File: config.mk
export PLATFORM = sky130hd
export DESIGN_NAME = two_class_batch_admission_arbiter_top
export DESIGN_NICKNAME = d
export VERILOG_FILES = /design/src/rtl/tcbaa_pkg.sv /design/src/rtl/two_class_batch_admission_arbiter_top.sv
export SDC_FILE = /design/constraint.sdc
export NUM_CORES = 1
export LEC_CHECK = 0
export BUFFER_PORTS_ARGS = -buffer_cell sky130_fd_sc_hd__buf_2
export CAP_MARGIN = 0
export CORE_MARGIN = 2
export CORE_UTILIZATION = 65
export CTS_CLUSTER_DIAMETER = 40
export DETAILED_ROUTE_END_ITERATION = 12
export MAX_ROUTING_LAYER = met4
export PLACE_DENSITY = 0.86
export SLEW_MARGIN = 20
export SYNTH_ARGS = -nofsm -noshare
export SYNTH_HDL_FRONTEND = slang
export SYNTH_SLANG_ARGS = --single-unit
File: constraint.sdc
create_clock -name clock -period 8.2 [get_ports clock]
set_clock_uncertainty 0.05 [all_clocks]
set_input_delay 1.64 -clock clock [delete_from_list [all_inputs] [get_ports clock]]
set_output_delay 1.64 -clock clock [all_outputs]
set_load 0.005 [all_outputs]
File: src/rtl/tcbaa_pkg.sv
package tcbaa_pkg;

   // Default number of users per class; also bounds occupants plus waiters.
   localparam int USERS_PER_CLASS_DEF = 16;

   // Most grants that one emptying exit may issue.
   localparam int MAX_RESULTS = 16;
   localparam int RES_CNT_W   = $clog2(MAX_RESULTS + 1);

   // Field widths of the transaction payloads.
   localparam int LIMIT_W     = 8;
   localparam int RUN_W       = 8;
   localparam int OCC_FIELD_W = 5;
   localparam int REQ_DATA_W  = 8;
   localparam int RSP_DATA_W  = 8;

   localparam logic [RUN_W-1:0]   RUN_MAX     = '1;
   localparam logic [LIMIT_W-1:0] LIMIT_RESET = LIMIT_W'(4);

   // Request operation codes.
   localparam logic OP_ENTER = 1'b0;
   localparam logic OP_EXIT  = 1'b1;

endpackage

File: src/rtl/two_class_batch_admission_arbiter_top.sv
// An enter that is granted at once passes through the evaluate, grant and look-ahead
// states before rsp_tvalid rises. Each further grant of an emptying exit passes again
// through the grant and look-ahead states after the previous one is taken. One request
// is handled at a time: req_tready is high only while the sequencer is idle.
// Reset is synchronous and active high: all counts clear and batch_limit returns to 4.
module two_class_batch_admission_arbiter_top #(
   parameter int USERS_PER_CLASS = tcbaa_pkg::USERS_PER_CLASS_DEF
) (
   input  logic                               clock,
   input  logic                               reset,
   // Request channel. req_tdata fields from bit 0 up: op, user_class, zero fill.
   input  logic                               req_tvalid,
   output logic                               req_tready,
   input  logic [tcbaa_pkg::REQ_DATA_W-1:0]   req_tdata,
   // Result channel. rsp_tdata fields from bit 0 up: granted_class, occupancy, zero fill.
   output logic                               rsp_tvalid,
   input  logic                               rsp_tready,
   output logic [tcbaa_pkg::RSP_DATA_W-1:0]   rsp_tdata,
   // rsp_tuser fields from bit 0 up: error.
   output logic [0:0]                         rsp_tuser,
   output logic                               rsp_tlast,
   // Configuration: batch_limit.
   input  logic                               csr_we,
   input  logic [tcbaa_pkg::LIMIT_W-1:0]      csr_wdata
);

   // Counts hold 0 .. USERS_PER_CLASS.
   localparam int CNT_W = $clog2(USERS_PER_CLASS + 1);
   localparam logic [CNT_W:0] FULL_LEVEL = (CNT_W + 1)'(USERS_PER_CLASS);
   localparam logic [tcbaa_pkg::RES_CNT_W-1:0] RES_CAP =
      tcbaa_pkg::RES_CNT_W'(tcbaa_pkg::MAX_RESULTS);

   // The sequencer walks one request through evaluate, grant and look-ahead steps.
   // An emptying exit loops through grant, look-ahead and output once per admitted waiter.
   typedef enum logic [2:0] {
      S_IDLE,
      S_EVAL,
      S_CHECK,
      S_GRANT,
      S_LOOK,
      S_OUT
   } state_type;

   state_type                          state_ff, state_in;
   logic [CNT_W-1:0]                   occ_ff  [2];
   logic [CNT_W-1:0]                   occ_in  [2];
   logic [CNT_W-1:0]                   wait_ff [2];
   logic [CNT_W-1:0]                   wait_in [2];
   logic [tcbaa_pkg::RUN_W-1:0]        run_ff  [2];
   logic [tcbaa_pkg::RUN_W-1:0]        run_in  [2];
   logic [tcbaa_pkg::LIMIT_W-1:0]      limit_ff, limit_in;
   logic                               op_ff, op_in;
   logic                               cls_ff, cls_in;
   logic                               drain_ff, drain_in;
   logic [tcbaa_pkg::RES_CNT_W-1:0]    n_ff, n_in;
   logic                               rsp_cls_ff, rsp_cls_in;
   logic [tcbaa_pkg::OCC_FIELD_W-1:0]  rsp_occ_ff, rsp_occ_in;
   logic                               rsp_err_ff, rsp_err_in;
   logic                               rsp_last_ff, rsp_last_in;

   // Shared evaluation unit, always looking at the class held in cls_ff.
   logic                               oth;
   logic                               may_admit;
   logic                               is_full;
   logic [CNT_W:0]                     sum_cnt;
   logic [CNT_W+tcbaa_pkg::OCC_FIELD_W-1:0] occ_wide;
   logic [tcbaa_pkg::OCC_FIELD_W-1:0]  occ_field;

   assign oth       = ~cls_ff;
   assign may_admit = (occ_ff[oth] == '0) &&
                      !((run_ff[cls_ff] >= limit_ff) && (wait_ff[oth] != '0));
   assign sum_cnt   = {1'b0, occ_ff[cls_ff]} + {1'b0, wait_ff[cls_ff]};
   assign is_full   = (sum_cnt >= FULL_LEVEL);
   // The occupancy field carries the count modulo 32.
   assign occ_wide  = {{tcbaa_pkg::OCC_FIELD_W{1'b0}}, occ_ff[cls_ff]};
   assign occ_field = occ_wide[tcbaa_pkg::OCC_FIELD_W-1:0];

   assign req_tready = (state_ff == S_IDLE);
   assign rsp_tvalid = (state_ff == S_OUT);
   assign rsp_tdata  = {{(tcbaa_pkg::RSP_DATA_W - 1 - tcbaa_pkg::OCC_FIELD_W){1'b0}},
                        rsp_occ_ff, rsp_cls_ff};
   assign rsp_tuser  = rsp_err_ff;
   assign rsp_tlast  = rsp_last_ff;

   always_comb begin
      state_in    = state_ff;
      occ_in      = occ_ff;
      wait_in     = wait_ff;
      run_in      = run_ff;
      limit_in    = csr_we ? csr_wdata : limit_ff;
      op_in       = op_ff;
      cls_in      = cls_ff;
      drain_in    = drain_ff;
      n_in        = n_ff;
      rsp_cls_in  = rsp_cls_ff;
      rsp_occ_in  = rsp_occ_ff;
      rsp_err_in  = rsp_err_ff;
      rsp_last_in = rsp_last_ff;

      case (state_ff)
         S_IDLE: begin
            if (req_tvalid) begin
               op_in    = req_tdata[0];
               cls_in   = req_tdata[1];
               drain_in = 1'b0;
               n_in     = '0;
               state_in = S_EVAL;
            end
         end

         S_EVAL: begin
            if (op_ff == tcbaa_pkg::OP_ENTER) begin
               if (is_full) begin
                  // Waiter overflow: report the current occupancy, change nothing.
                  rsp_cls_in  = cls_ff;
                  rsp_occ_in  = occ_field;
                  rsp_err_in  = 1'b1;
                  rsp_last_in = 1'b1;
                  state_in    = S_OUT;
               end else begin
                  wait_in[cls_ff] = wait_ff[cls_ff] + CNT_W'(1);
                  state_in        = may_admit ? S_GRANT : S_IDLE;
               end
            end else begin
               if (occ_ff[cls_ff] == '0) begin
                  // Exit from an empty class.
                  rsp_cls_in  = cls_ff;
                  rsp_occ_in  = '0;
                  rsp_err_in  = 1'b1;
                  rsp_last_in = 1'b1;
                  state_in    = S_OUT;
               end else begin
                  occ_in[cls_ff] = occ_ff[cls_ff] - CNT_W'(1);
                  if (occ_ff[cls_ff] == CNT_W'(1)) begin
                     // Class emptied: start admitting waiters of the other class.
                     cls_in   = oth;
                     drain_in = 1'b1;
                     state_in = S_CHECK;
                  end else begin
                     state_in = S_IDLE;
                  end
               end
            end
         end

         S_CHECK: begin
            state_in = ((wait_ff[cls_ff] != '0) && may_admit) ? S_GRANT : S_IDLE;
         end

         S_GRANT: begin
            occ_in[cls_ff] = occ_ff[cls_ff] + CNT_W'(1);
            if (wait_ff[cls_ff] != '0) begin
               wait_in[cls_ff] = wait_ff[cls_ff] - CNT_W'(1);
            end
            run_in[oth] = '0;
            if ((wait_ff[oth] != '0) && (run_ff[cls_ff] != tcbaa_pkg::RUN_MAX)) begin
               run_in[cls_ff] = run_ff[cls_ff] + tcbaa_pkg::RUN_W'(1);
            end
            n_in     = n_ff + tcbaa_pkg::RES_CNT_W'(1);
            state_in = S_LOOK;
         end

         S_LOOK: begin
            // Decide now whether another grant follows, so this result knows its tlast.
            rsp_cls_in  = cls_ff;
            rsp_occ_in  = occ_field;
            rsp_err_in  = 1'b0;
            rsp_last_in = !(drain_ff && (n_ff < RES_CAP) &&
                            (wait_ff[cls_ff] != '0) && may_admit);
            state_in    = S_OUT;
         end

         S_OUT: begin
            if (rsp_tready) begin
               state_in = rsp_last_ff ? S_IDLE : S_GRANT;
            end
         end

         default: begin
            state_in = S_IDLE;
         end
      endcase
   end

   always_ff @(posedge clock) begin
      if (reset) begin
         state_ff   <= S_IDLE;
         occ_ff[0]  <= '0;
         occ_ff[1]  <= '0;
         wait_ff[0] <= '0;
         wait_ff[1] <= '0;
         run_ff[0]  <= '0;
         run_ff[1]  <= '0;
         limit_ff   <= tcbaa_pkg::LIMIT_RESET;
         drain_ff   <= 1'b0;
         n_ff       <= '0;
      end else begin
         state_ff <= state_in;
         occ_ff   <= occ_in;
         wait_ff  <= wait_in;
         run_ff   <= run_in;
         limit_ff <= limit_in;
         drain_ff <= drain_in;
         n_ff     <= n_in;
      end
      op_ff       <= op_in;
      cls_ff      <= cls_in;
      rsp_cls_ff  <= rsp_cls_in;
      rsp_occ_ff  <= rsp_occ_in;
      rsp_err_ff  <= rsp_err_in;
      rsp_last_ff <= rsp_last_in;
   end

endmodule

======== After elaboration in Yosys (flattened, before gate mapping) ========
Cells that the tools add are included.
cells by class
  add/subtract/negate cells ............... 7
  $mul .................................... 0
  divide/modulo/power cells ............... 0
  $lt $le $gt $ge ......................... 7
  equal/unequal tests ..................... 17
  shift-type cells ........................ 0
  mux-type cells .......................... 69
  bitwise gates (word level) .............. 5
  reduce and logical (&&, ||, !) cells .... 27
operator list
  operator                                          count
  two-way mux 5 bit                                 17
  two-way mux 10 bit                                5
  bitwise mux 10 bit                                4
  two-way mux 8 bit                                 5
  case mux 10 bit (2 select lines)                  2
  case mux 5 bit (2 select lines)                   2
  case mux 3 bit (6 select lines)                   1
  AND 16 bit                                        1
  bitwise mux 16 bit                                1
  demux 8 bit (select 1 bit)                        2
  two-way mux 16 bit                                1
  NOT 16 bit                                        1
  adder 5 x 1 -> 5 bit, second input constant       3
  two-way mux 3 bit                                 5
  two-way mux 1 bit                                 14
  inequality test 2 bit, second input constant      7
  logical NOT 5 bit                                 2
  case mux 1 bit (2 select lines)                   5
  nonzero test 5 bit                                2
  subtractor 5 x 1 -> 5 bit, second input constant  2
  logical AND 1 bit                                 9
  adder 8 x 1 -> 8 bit, second input constant       1
  >= comparator 8 bit                               1
  two-way mux 2 bit                                 4
  22 further kinds                                  35
storage, ports and cells
  register bits after elaboration ......... 63
  latch bits .............................. 0
  bits in writable memories ............... 0
  bits in read-only memories .............. 0
  output and inout port bits .............. 12
  memories ................................ 0

======== Logic depth before layout (Yosys ltp) ========
Gate-level depths: netlist of run 1.
  word-level depth ........................ 13
  mapped depth ............................ 13
  depth with buffers taken out ............ 9

======== Worst setup path after synthesis of run 1 ========
OpenSTA, ideal clock, no wires.
  path type ............................... reg-to-reg
  start point ............................. reg cls_ff
  end point ............................... reg with a tool-made name
  library setup time ...................... 0.121 ns
  data arrival time ....................... 3.097 ns
  required time ........................... 8.029 ns
  setup slack ............................. 4.931 ns
  stages on the path, launching flop included .. 13
  cells stage by stage .................... edfxtp_1 > buf_6 > buf_6 > buf_4 > buf_2 > mux2_2 > ha_1 > or4_4 > a2111oi_4 > o21ai_1 > buf_6 > a21oi_4 > mux2_4
RTL lines
  what                    line                                          text
  start, declared         two_class_batch_admission_arbiter_top.sv:53   logic cls_ff, cls_in;
  start signal, assigned  two_class_batch_admission_arbiter_top.sv:207  cls_ff <= cls_in;

======== Worst setup path in the final report of run 1 ========
  start point ............................. reg cls_ff
  end point ............................... reg wait_ff[1] (netlist name)
on the way
  word-level cells in the longest chain between the ends .. 9
RTL lines
  what                                                                          line                                          text
  NOT 1 -> 2 bit (not written as such) (*)                                      n/a
  parallel branches: the longest is 8 deep, another holds adder 5 x 5 -> 6 bit  n/a
  end signal, assigned                                                          two_class_batch_admission_arbiter_top.sv:200  wait_ff <= wait_in;
  end, declared                                                                 two_class_batch_admission_arbiter_top.sv:47   logic [CNT_W-1:0] wait_ff [2];
Mark *: on every way between the ends. The select of a mux whose other input is x is not followed.
A chain may end at the register's enable or synchronous reset.

==> results of run 1 <==
==> logic make-up after synthesis <==
group,count (synthesis),share of synthesized area (%)
other cells,1,0.0941
fa+ha+maj,20,6.28
buf+inv,53,6.44
compound gates,103,18.3
simple gates,162,22.2
mux,38,10.5
flops,63,34.2
xor+xnor,9,1.98
==> where the power goes <==
part / total [mW] / switching [mW] / leakage (nW) / internal, mW
clock network: 0.245 / 0.118 / 0.0877 / 0.126
registers: 0.366 / 0.0256 / 0.519 / 0.341
logic: 0.236 / 0.144 / 1.26 / 0.0915
==> area by class of cell <==
class	count	area, µm²
clock buffers	15	166
inverters	25	93.8
repair buffers	26	135
flip-flops and latches	63	1360
clock inverters	1	5.00
well taps	75	93.8
fillers	455	1690
multi-input cells	334	2370
==> path summary, 6_finish.rpt <==
| path | start | end | slack (ps) | depth (start not counted) |
|---|---|---|---|---|
| max reg2reg | cls_ff | wait_ff[1] | 4650 | 8 |
| min reg2reg | drain_ff | drain_ff | 420 | 2 |
| max | cls_ff | wait_ff[1] | 4650 | 8 |
| min | drain_ff | drain_ff | 420 | 2 |
==> routing by layer <==
metal | global-route usage, % | vias to the layer above | wire (µm)
met5 | - | - | 0
met4 | 13.2 | 0 | 228
met3 | 4.57 | 25 | 442
met2 | 44.6 | 110 | 4120
met1 | 36.0 | 1599 | 3960
li1 | - | 1641 | -
==> sequential cells by signal (all words and copies together) (netlist names), named ones only <==
signal / cells
rsp_occ_ff: 5
run_ff: 16
rsp_tlast: 1
limit_ff: 8
wait_ff: 8
cls_ff: 1
drain_ff: 1
rsp_tuser: 1
rsp_cls_ff: 1
occ_ff: 8
op_ff: 1
state_ff: 3
n_ff: 5
==> cells in the mapped netlist, types with 3 or more instances <==
library cell / instances / share of area (%)
dfxtp_1: 53 / 27
nor2_1: 49 / 4.6
a21oi_1: 28 / 3.5
nand2_1: 26 / 2.4
mux2i_1: 25 / 6.3
inv_1: 24 / 2.3
ha_1: 20 / 6.3
nor3_1: 13 / 1.6
o21ai_0: 13 / 1.6
clkbuf_1: 12 / 1.1
nor2b_1: 11 / 1.7
edfxtp_1: 10 / 7.5
nand3_1: 10 / 1.3
or3_1: 10 / 1.6
o211ai_1: 8 / 1.5
and3_1: 7 / 1.1
o21ai_1: 7 / 0.88
mux2_2: 6 / 1.7
mux2_4: 6 / 2.3
nor4_1: 6 / 0.94
xnor2_1: 6 / 1.3
buf_6: 5 / 1.4
nand3b_1: 5 / 0.94
a21o_1: 4 / 0.75
a21oi_2: 4 / 0.88
buf_2: 4 / 0.50
buf_4: 4 / 0.75
nand4_1: 4 / 0.63
o311ai_1: 4 / 0.88
a31o_2: 3 / 0.66
buf_1: 3 / 0.28
nor3b_1: 3 / 0.57
o21a_1: 3 / 0.57
xor2_1: 3 / 0.66
==> worst max-delay path, cell delays in order, from the launching register on <==
cell	delay [ps]
edfxtp_1	360
buf_4	580
mux2_1	440
ha_1	300
or4_4	530
a2111oi_4	250
o21ai_2	290
a21oi_2	300
mux2_4	320
==> metrics.cfg, run 1 <==
[run_status]
status=finished clean

[synth]
synth_flop_cell=dfxtp_1
synth_edf_count=10
synth_area_um2=3980
syn_area_per_cell_um2=8.87
ys_seq_elements=63
yosys_warnings=0
synth-async-reset-ratio_pct=0
syn_inst=449
yosys.cell_types.count=70
ys_seq_area_share_pct=34.2

[timing]
final_max_slew_viol_count=0
fin_setup_tns_ps=0
tightestPinTransition_ps=1020
worst_slack_ps=4650
slew_headroom_pct=31.8
finalSetupViolCount=0
period_share_pct=43.3
period_needed_ps=3550
holdWs_ps=421
rsz0062_at_grt=false
hold_viol_final=0
max_freq_ghz=0.281

[final_layout]
syn2layout_area_growth_pct=6.16
fin_area_um2=4230
drive_above_1_share_pct=15.3
final_nets=500
diodes=0
stdcell_count=539
layout_commonest_cell=dfxtp_1
mostFrequentLayoutCells=dfxtp_1 (53), nor2_1 (49), a21oi_1 (28)
final_util_pct=71.4

[clock_network]
worstSkewPairLatency_ps=360
tritoncts.num_buffers=9
cts-root-buf=clkbuf_8
cts_tree=done
cts_setup_buffers=0
clk_pin_slew_ps=70
htree_levels=3
clk_path_buf_depth=2
holdBufCountCts=0
cts_sinks=63
postCtsResizedCells=0

[run]
maxCapViolations=0

[floorplan]
die_y_um=82.3
fp.dieArea_um2=6770
die_w_um=82.3
core_um2=5920
ioPinCount=33
std_cell_rows=28
initial_core_util_pct=67.3

[worst_setup_path]
critical_path_class=reg -> reg
startpoint_type=flip-flop
cp-end-kind=flip-flop
cp_max_fo=62
cp.required_ps=8390
critPathArrivalTime_ps=3740

[detailed_routing]
first_pass_iters=5
totalWireLength_um=8750
via_count=3375
vias_per_cell=6.26
drc_errors=0
post_drt_wl_per_cell_um=16.2
drt.antenna.violating_nets=0
drtIter0Drc=267

[placed_design]
gp_congestion=0.873
place_area_um2=4050
dpl.hpwl_um=6020
place_ws_ps=4460
port_buffers=24
dp.cells=523

[global_route]
antenna_found_initial=0
grt_overflow_total=0
grt_max_degree=63
grt_pass1_wl_um=14600
grt_pass1_vias=3194
grt_usage_pct=28.5

[power_and_ir_drop]
p_total_mw=0.847
powerDensity_nw_per_um2=200
peakVddDrop_uv=142
leakage_nw=1.86

[worst_hold_path]
holdCritPathClass=reg -> reg

(Power assumes the default switching activity.)
==> inputs of run 2 (changes only) <==
Settings changed: ABC_AREA from default to 1, CORE_UTILIZATION 65 to 54, PLACE_DENSITY 0.86 to 0.76.
Clock period 8.2 ns to 3.2 ns, I/O delays scaled along.
==> run 2 against run 1 <==
  * Worst hold slack got worse by 2.7 ps
  * Register-to-register slack got worse by 4100 ps
  * Non-clock buffer count increased by 3
  * Clock power increased to 3.1 times the previous value
  * Highest routed layer unchanged
==> metrics.cfg, run 2 <==
[run_status]
status=finished clean  ; unchanged

[timing]
slew_headroom_pct=62.2  ; was 31.8%
tightestPinTransition_ps=566  ; was 1020 ps
fin_setup_tns_ps=0  ; unchanged
final_max_slew_viol_count=0  ; unchanged
period_share_pct=83.0  ; was 43.3%
period_needed_ps=2660  ; was 3550 ps
max_freq_ghz=0.377  ; was 0.281 GHz
hold_viol_final=0  ; unchanged
finalSetupViolCount=0  ; unchanged
rsz0062_at_grt=false  ; unchanged
holdWs_ps=419  ; was 421 ps

[floorplan]
ioPinCount=33  ; unchanged
die_y_um=87.7  ; was 82.3 µm
die_w_um=87.7  ; was 82.3 µm
fp.dieArea_um2=7690  ; was 6770 µm²
std_cell_rows=30  ; was 28
initial_core_util_pct=55.6  ; was 67.3%
core_um2=6790  ; was 5920 µm²

[detailed_routing]
first_pass_iters=5  ; unchanged
highest_layer=met4  ; unchanged
totalWireLength_um=8360  ; was 8750 µm
drc_errors=0  ; unchanged
routed-wl-met3_um=316  ; was 442 µm
drt.antenna.violating_nets=0  ; unchanged
met2_length_um=3910  ; was 4120 µm
vias_per_cell=5.40  ; was 6.26
via_count=3350  ; was 3375
drt-met1-wl_um=3980  ; was 3960 µm
post_drt_wl_per_cell_um=13.5  ; was 16.2 µm
drtIter0Drc=316  ; was 267

[worst_setup_path]
r2r_setup_slack_ps=540  ; was 4650 ps
r2r_start=cls_ff  ; unchanged
timing.rr.end=state_ff[2]  ; was wait_ff[1]
reg2regPathDepth=11  ; was 8
cp.required_ps=3390  ; was 8390 ps
critPathArrivalTime_ps=2850  ; was 3740 ps
cp-end-kind=flip-flop  ; unchanged
critical_path_class=reg -> reg  ; unchanged
startpoint_type=flip-flop  ; unchanged
cp_max_fo=38  ; was 62

[final_layout]
diodes=0  ; unchanged
stdcell_count=620  ; was 539
fill_cells=603  ; was 455
regArea_um2=1360  ; unchanged
multiInputGateArea_um2=2040  ; was 2370 µm²
largest_register_ffs=16  ; unchanged
mostFrequentLayoutCells=nand2_1 (92), dfxtp_1 (53), inv_1 (52)  ; was dfxtp_1 (53), nor2_1 (49), a21oi_1 (28)
layout_commonest_cell=nand2_1  ; was dfxtp_1
drive_above_1_share_pct=16.0  ; was 15.3%
fin_area_um2=4130  ; was 4230 µm²
syn2layout_area_growth_pct=9.20  ; was 6.16%
regMostFlops=run_ff  ; unchanged
final_nets=560  ; was 500

[synth]
netlist_top_cells_count=nand2_1 (92), dfxtp_1 (53), inv_1 (52)  ; was dfxtp_1 (53), nor2_1 (49), a21oi_1 (28)
yosys.cell_types.count=45  ; was 70
synth_edf_count=10  ; unchanged
syn_inst=499  ; was 449
ys_top_cells_by_area=dfxtp_1 (28%), nand2_1 (9.1%), edfxtp_1 (7.9%)  ; was dfxtp_1 (27%), edfxtp_1 (7.5%), ha_1 (6.3%)
synth-async-reset-ratio_pct=0  ; unchanged
yosys_warnings=0  ; unchanged
yosysMostFrequentCell=nand2_1  ; was dfxtp_1
synth_area_um2=3780  ; was 3980 µm²
syn_area_per_cell_um2=7.57  ; was 8.87 µm²
ys_seq_area_share_pct=36.0  ; was 34.2%
ys_seq_elements=63  ; unchanged
yosysTopAreaCellShare_pct=28.1  ; was 26.6%
synth_flop_cell=dfxtp_1  ; unchanged
synth_area_leader_cell=dfxtp_1  ; unchanged

[clock_network]
clk_pin_slew_ps=70  ; about the same
cts_tree=done  ; unchanged
cts_sinks=63  ; unchanged
holdBufCountCts=0  ; unchanged
worstSkewPairLatency_ps=350  ; was 360 ps
cts_setup_buffers=0  ; unchanged
clk_path_buf_depth=2  ; unchanged
htree_levels=3  ; unchanged
postCtsResizedCells=0  ; unchanged
tritoncts.num_buffers=9  ; unchanged
cts-root-buf=clkbuf_8  ; unchanged

[power_and_ir_drop]
p_total_mw=3.46  ; was 0.847 mW
powerDensity_nw_per_um2=839  ; was 200 nW/µm²
leakage_nw=1.82  ; was 1.86 nW
peakVddDrop_uv=347  ; was 142 µV

[worst_hold_path]
worstHoldEndpoint=drain_ff  ; unchanged
hold_path_depth=2  ; unchanged
holdCritPathClass=reg -> reg  ; unchanged
holdCritStartpoint=drain_ff  ; unchanged

[global_route]
grt_pass1_vias=3067  ; was 3194
grt_max_degree=44  ; was 63
grt_usage_pct=23.9  ; was 28.5%
antenna_found_initial=0  ; unchanged
grt_overflow_total=0  ; unchanged
grt_pass1_wl_um=14000  ; was 14600 µm

[placed_design]
place_area_um2=3910  ; was 4050 µm²
port_buffers=24  ; unchanged
dpl.hpwl_um=5640  ; was 6020 µm
dp.cells=604  ; was 523
gp_congestion=0.905  ; was 0.873

[run]
maxCapViolations=0  ; unchanged

## run 2: cell types whose count changed after synthesis, sizes merged, moves of 10 or more
cell | previous run | this run
nand2 | 27 | 102
mux2 | 13 | 0
mux2i | 25 | 1
inv | 25 | 61
o21ai | 20 | 57
nor2b | 11 | 0
or3 | 10 | 0
nand3 | 10 | 33
nor2 | 49 | 36
a21oi | 33 | 45
## run 2: worst max-delay path by stage
| stage | start | endpoint | cells past startpoint | slack (ps) |
|---|---|---|---|---|
| after floorplan | cls_ff | state_ff[2] | 16 | 800 |
| after global placement | cls_ff | state_ff[2] | 11 | 600 |
| after detailed placement | cls_ff | state_ff[2] | 11 | 530 |
| after CTS | cls_ff | state_ff[2] | 11 | 530 |
| after global routing | cls_ff | state_ff[2] | 11 | 170 |
| final | cls_ff | state_ff[2] | 11 | 540 |
## run 2: cell type report
type,count,share of cell area (%)
timing repair buffer,29,3.82
multi-input combinational,355,49.4
sequential,63,33.0
tap,96,2.91
clock inverter,2,0.849
clock buffer,14,4.46
inverter,61,5.55
## run 2: routing by layer
layer | track usage (%) | vias to the layer above
li1 | - | 1709
met2 | 36.2 | 79
met4 | 8.95 | 0
met3 | 5.00 | 15
met5 | - | -
met1 | 31.5 | 1547
## run 2: metrics by stage
stage                     setup WS, ps  utilization (%)
after floorplan                    796                -
after global placement             597             57.5
after detailed placement           526             57.5
after CTS                          529             60.8
after global routing               169             60.8
final                              545             60.8
## run 2: cells by family (layout without fill, tap and decap cells)
group / count (synthesis) / count (layout) / synth area share [%]
xor gates and xnor gates: 16 / 16 / 3.71
buffers and inverters: 82 / 106 / 10.1
and+or+nand+nor: 186 / 186 / 23.9
DFF: 63 / 63 / 36.0
muxes: 1 / 1 / 0.265
adders and majority gates: 20 / 20 / 6.62
other: 1 / 2 / 0.0992
AOI/OAI and AO/OA: 130 / 130 / 19.3
## run 2: critical path, stage by stage, from the launching register on
cell,delay (ps)
edfxtp_1,350
buf_4,420
nand2_1,130
o21ai_2,130
inv_1,140
ha_1,290
nor3_1,230
nand3_1,130
nand2_1,100
nand2_1,230
o31ai_1,270
inv_1,60
## run 2: power breakdown
part           internal, mW  leakage, nW  switching, mW
clock network         0.449        0.112          0.314
registers             0.987        0.521         0.0820
logic                 0.520         1.18           1.11
total                  1.96         1.82           1.51
==> inputs of run 3 (changes only) <==
Settings changed: ABC_AREA 1 to 0, CORE_UTILIZATION 54 to 60, PLACE_DENSITY 0.76 to 0.8.
Clock period 3.2 ns to 2.8 ns, I/O delays scaled along.
==> run 3 against run 2 <==
  * The flow now finishes with violations (setup timing)
  * Sequential share of layout area shrank 6.2 points
  * Maximum frequency fell by 17%
  * Final cell count is 4.0% lower
  * Power down 12%
  * Die area down 4.9%
  * Non-clock buffer count increased by 50
  * Utilization increased by 19 points
  * Largest cell class unchanged
  * Largest power group unchanged
==> metrics.cfg, run 3 (synthesis gave the netlist of run 1 again) <==
[timing]
worst_slack_ps=-383  ; was 545 ps
max_freq_ghz=0.314  ; was 0.377 GHz
finalSetupViolCount=27  ; was 0
rsz0062_at_grt=true  ; was false
period_share_pct=114  ; was 83.0%
tightestPinTransition_ps=1040  ; was 566 ps
slew_headroom_pct=30.3  ; was 62.2%
final_max_slew_viol_count=0  ; unchanged
hold_viol_final=0  ; unchanged
period_needed_ps=3180  ; was 2660 ps

[power_and_ir_drop]
peakVddDrop_uv=545  ; was 347 µV
seqPwrFrac_pct=35.6  ; was 30.9%
p_total_mw=3.04  ; was 3.46 mW
leakage_nw=2.18  ; was 1.82 nW
p_comb_share_pct=35.9  ; was 47.1%
p_switching_mw=1.07  ; was 1.51 mW
powerDensity_nw_per_um2=597  ; was 839 nW/µm²
p_int_mw=1.97  ; was 1.96 mW
switching_share_pct=35.2  ; was 43.5%
clkPwrFrac_pct=28.5  ; was 22.0%

[final_layout]
fill_cells=353  ; was 603
layout_commonest_cell=dfxtp_1  ; was nand2_1
syn2layout_area_growth_pct=27.8  ; was 9.20%
final_util_pct=79.7  ; was 60.8%
drive_above_1_share_pct=32.0  ; was 16.0%
largest_register_ffs=16  ; unchanged
final_nets=554  ; was 560
regMostFlops=run_ff  ; unchanged
mostFrequentLayoutCells=dfxtp_1 (53), nor2_1 (47), buf_4 (45)  ; was nand2_1 (92), dfxtp_1 (53), inv_1 (52)
diodes=0  ; unchanged

[floorplan]
core_um2=6390  ; was 6790 µm²
fp.dieArea_um2=7310  ; was 7690 µm²
std_cell_rows=29  ; was 30
initial_core_util_pct=62.4  ; was 55.6%
die_w_um=85.5  ; was 87.7 µm
die_y_um=85.5  ; was 87.7 µm
ioPinCount=33  ; unchanged

[run_status]
status=complete, but fails checks  ; was finished clean
failed_checks=setup timing

[detailed_routing]
vias_per_cell=6.64  ; was 5.40
drt.antenna.violating_nets=0  ; unchanged
drtIter0Drc=444  ; was 316
first_pass_iters=5  ; unchanged
totalWireLength_um=12000  ; was 8360 µm
post_drt_wl_per_cell_um=20.2  ; was 13.5 µm
via_count=3949  ; was 3350
drc_errors=0  ; unchanged

[worst_setup_path]
worst_path_most_repeated_cell=mux2_4  ; was nand2_1
worst_path_largest_cell_delay_ps=530  ; was 420 ps
critical_path_class=reg -> reg  ; unchanged
crit_family=compound AO/OA/AOI/OAI gates  ; was simple AND/OR/NAND/NOR gates
worst-path-buf-inv=2  ; was 3
cp_max_fo=6  ; was 38
critPathArrivalTime_ps=3370  ; was 2850 ps
critPathSlowestCell=edfxtp_1  ; was buf_4
startpoint_type=flip-flop  ; unchanged
cp.required_ps=2990  ; was 3390 ps
cp-end-kind=flip-flop  ; unchanged
crit_chain=buf_6, mux2_4, ha_4, or4_4, a2111oi_4, buf_4, o21ai_4, a21oi_4, mux2_4  ; was buf_4, nand2_1, o21ai_2, inv_1, ha_1, nor3_1, nand3_1, nand2_1, nand2_1, o31ai_1, inv_1

[global_route]
grt_overflow_total=0  ; unchanged
grt_max_degree=44  ; unchanged
grt_pass1_vias=3467  ; was 3067
grt_pass1_wl_um=16700  ; was 14000 µm
antenna_found_initial=0  ; unchanged
grt_usage_pct=29.7  ; was 23.9%

[clock_network]
cts_tree=done  ; unchanged
tritoncts.num_buffers=9  ; unchanged
clk_pin_slew_ps=70  ; about the same
cts_sinks=63  ; unchanged
worstSkewPairLatency_ps=360  ; was 350 ps
cts-root-buf=clkbuf_8  ; unchanged
clk_path_buf_depth=2  ; unchanged
htree_levels=3  ; unchanged
holdBufCountCts=0  ; unchanged

[worst_hold_path]
holdCritPathClass=in -> reg  ; was reg -> reg

[placed_design]
dpl.hpwl_um=6540  ; was 5640 µm
port_buffers=24  ; unchanged
gp_congestion=0.957  ; was 0.905

[run]
maxCapViolations=0  ; unchanged

## run 3: cell count changes in the layout (fill, tap and decap cells not counted), moves of 17 or more
cell     before  now
mux2i_1       1   18
nand2_1      92   25
a21oi_1      44   24
nor2_1       28   47
o21ai_0      39   11
nand3_1      29   10
inv_1        52   21
buf_4         5   45
## run 3: stage by stage
step           cells  hold WS, ps  TNS (ps)  area, µm²  setup slack [ps]
2_1_floorplan    450          392     -2790       4020              -304
5_1_grt          595          320     -6760       5090              -404
3_3_place_gp     553          401     -1460       4290              -156
4_1_cts          585          319     -2460       4710              -192
3_5_place_dp     553          403     -3500       4290              -235
6_report         595          325     -5950       5090              -383
## run 3: area by class of cell
type | instances | area, µm² | area share (%)
multi-input combinational | 335 | 2710 | 53.2
sequential | 63 | 1360 | 26.7
tap | 77 | 96.3 | 1.89
timing repair buffer | 79 | 616 | 12.1
inverter | 25 | 93.8 | 1.84
clock inverter | 5 | 65.1 | 1.28
clock buffer | 11 | 153 | 3.00
## run 3: timing repair
item	in CTS	in global routing
cloned	1	2
resized for setup	18	49
setup buffers	15	12
pin swaps	6	20
endpoints found under the setup margin	27	30
## run 3: final timing paths
path,startpoint,end,slack (ps),cells after the start
setup / recovery,cls_ff,wait_ff[1],-380,9
setup reg to reg,cls_ff,wait_ff[1],-380,9
hold / removal,req_tdata[0],op_ff,320,1
hold reg to reg,drain_ff,drain_ff,420,2
## run 3: power groups by stage
stage	logic [mW]	clock network, mW	registers, mW
6_report	1.09	0.866	1.08
3_5_place_dp	0.765	0	1.09
3_3_place_gp	0.741	0	1.09
5_1_grt	1.15	0.905	1.09
2_1_floorplan	0.597	0	1.06
4_1_cts	0.866	0.867	1.07
## run 3: routing by layer
| metal | vias to the layer above | track usage [%] | wire length [µm] |
|---|---|---|---|
| li1 | 1755 | - | - |
| met2 | 245 | 47.7 | 5740 |
| met1 | 1891 | 36.7 | 4790 |
| met5 | - | - | 0 |
| met4 | 0 | 10.2 | 514 |
| met3 | 58 | 7.10 | 959 |
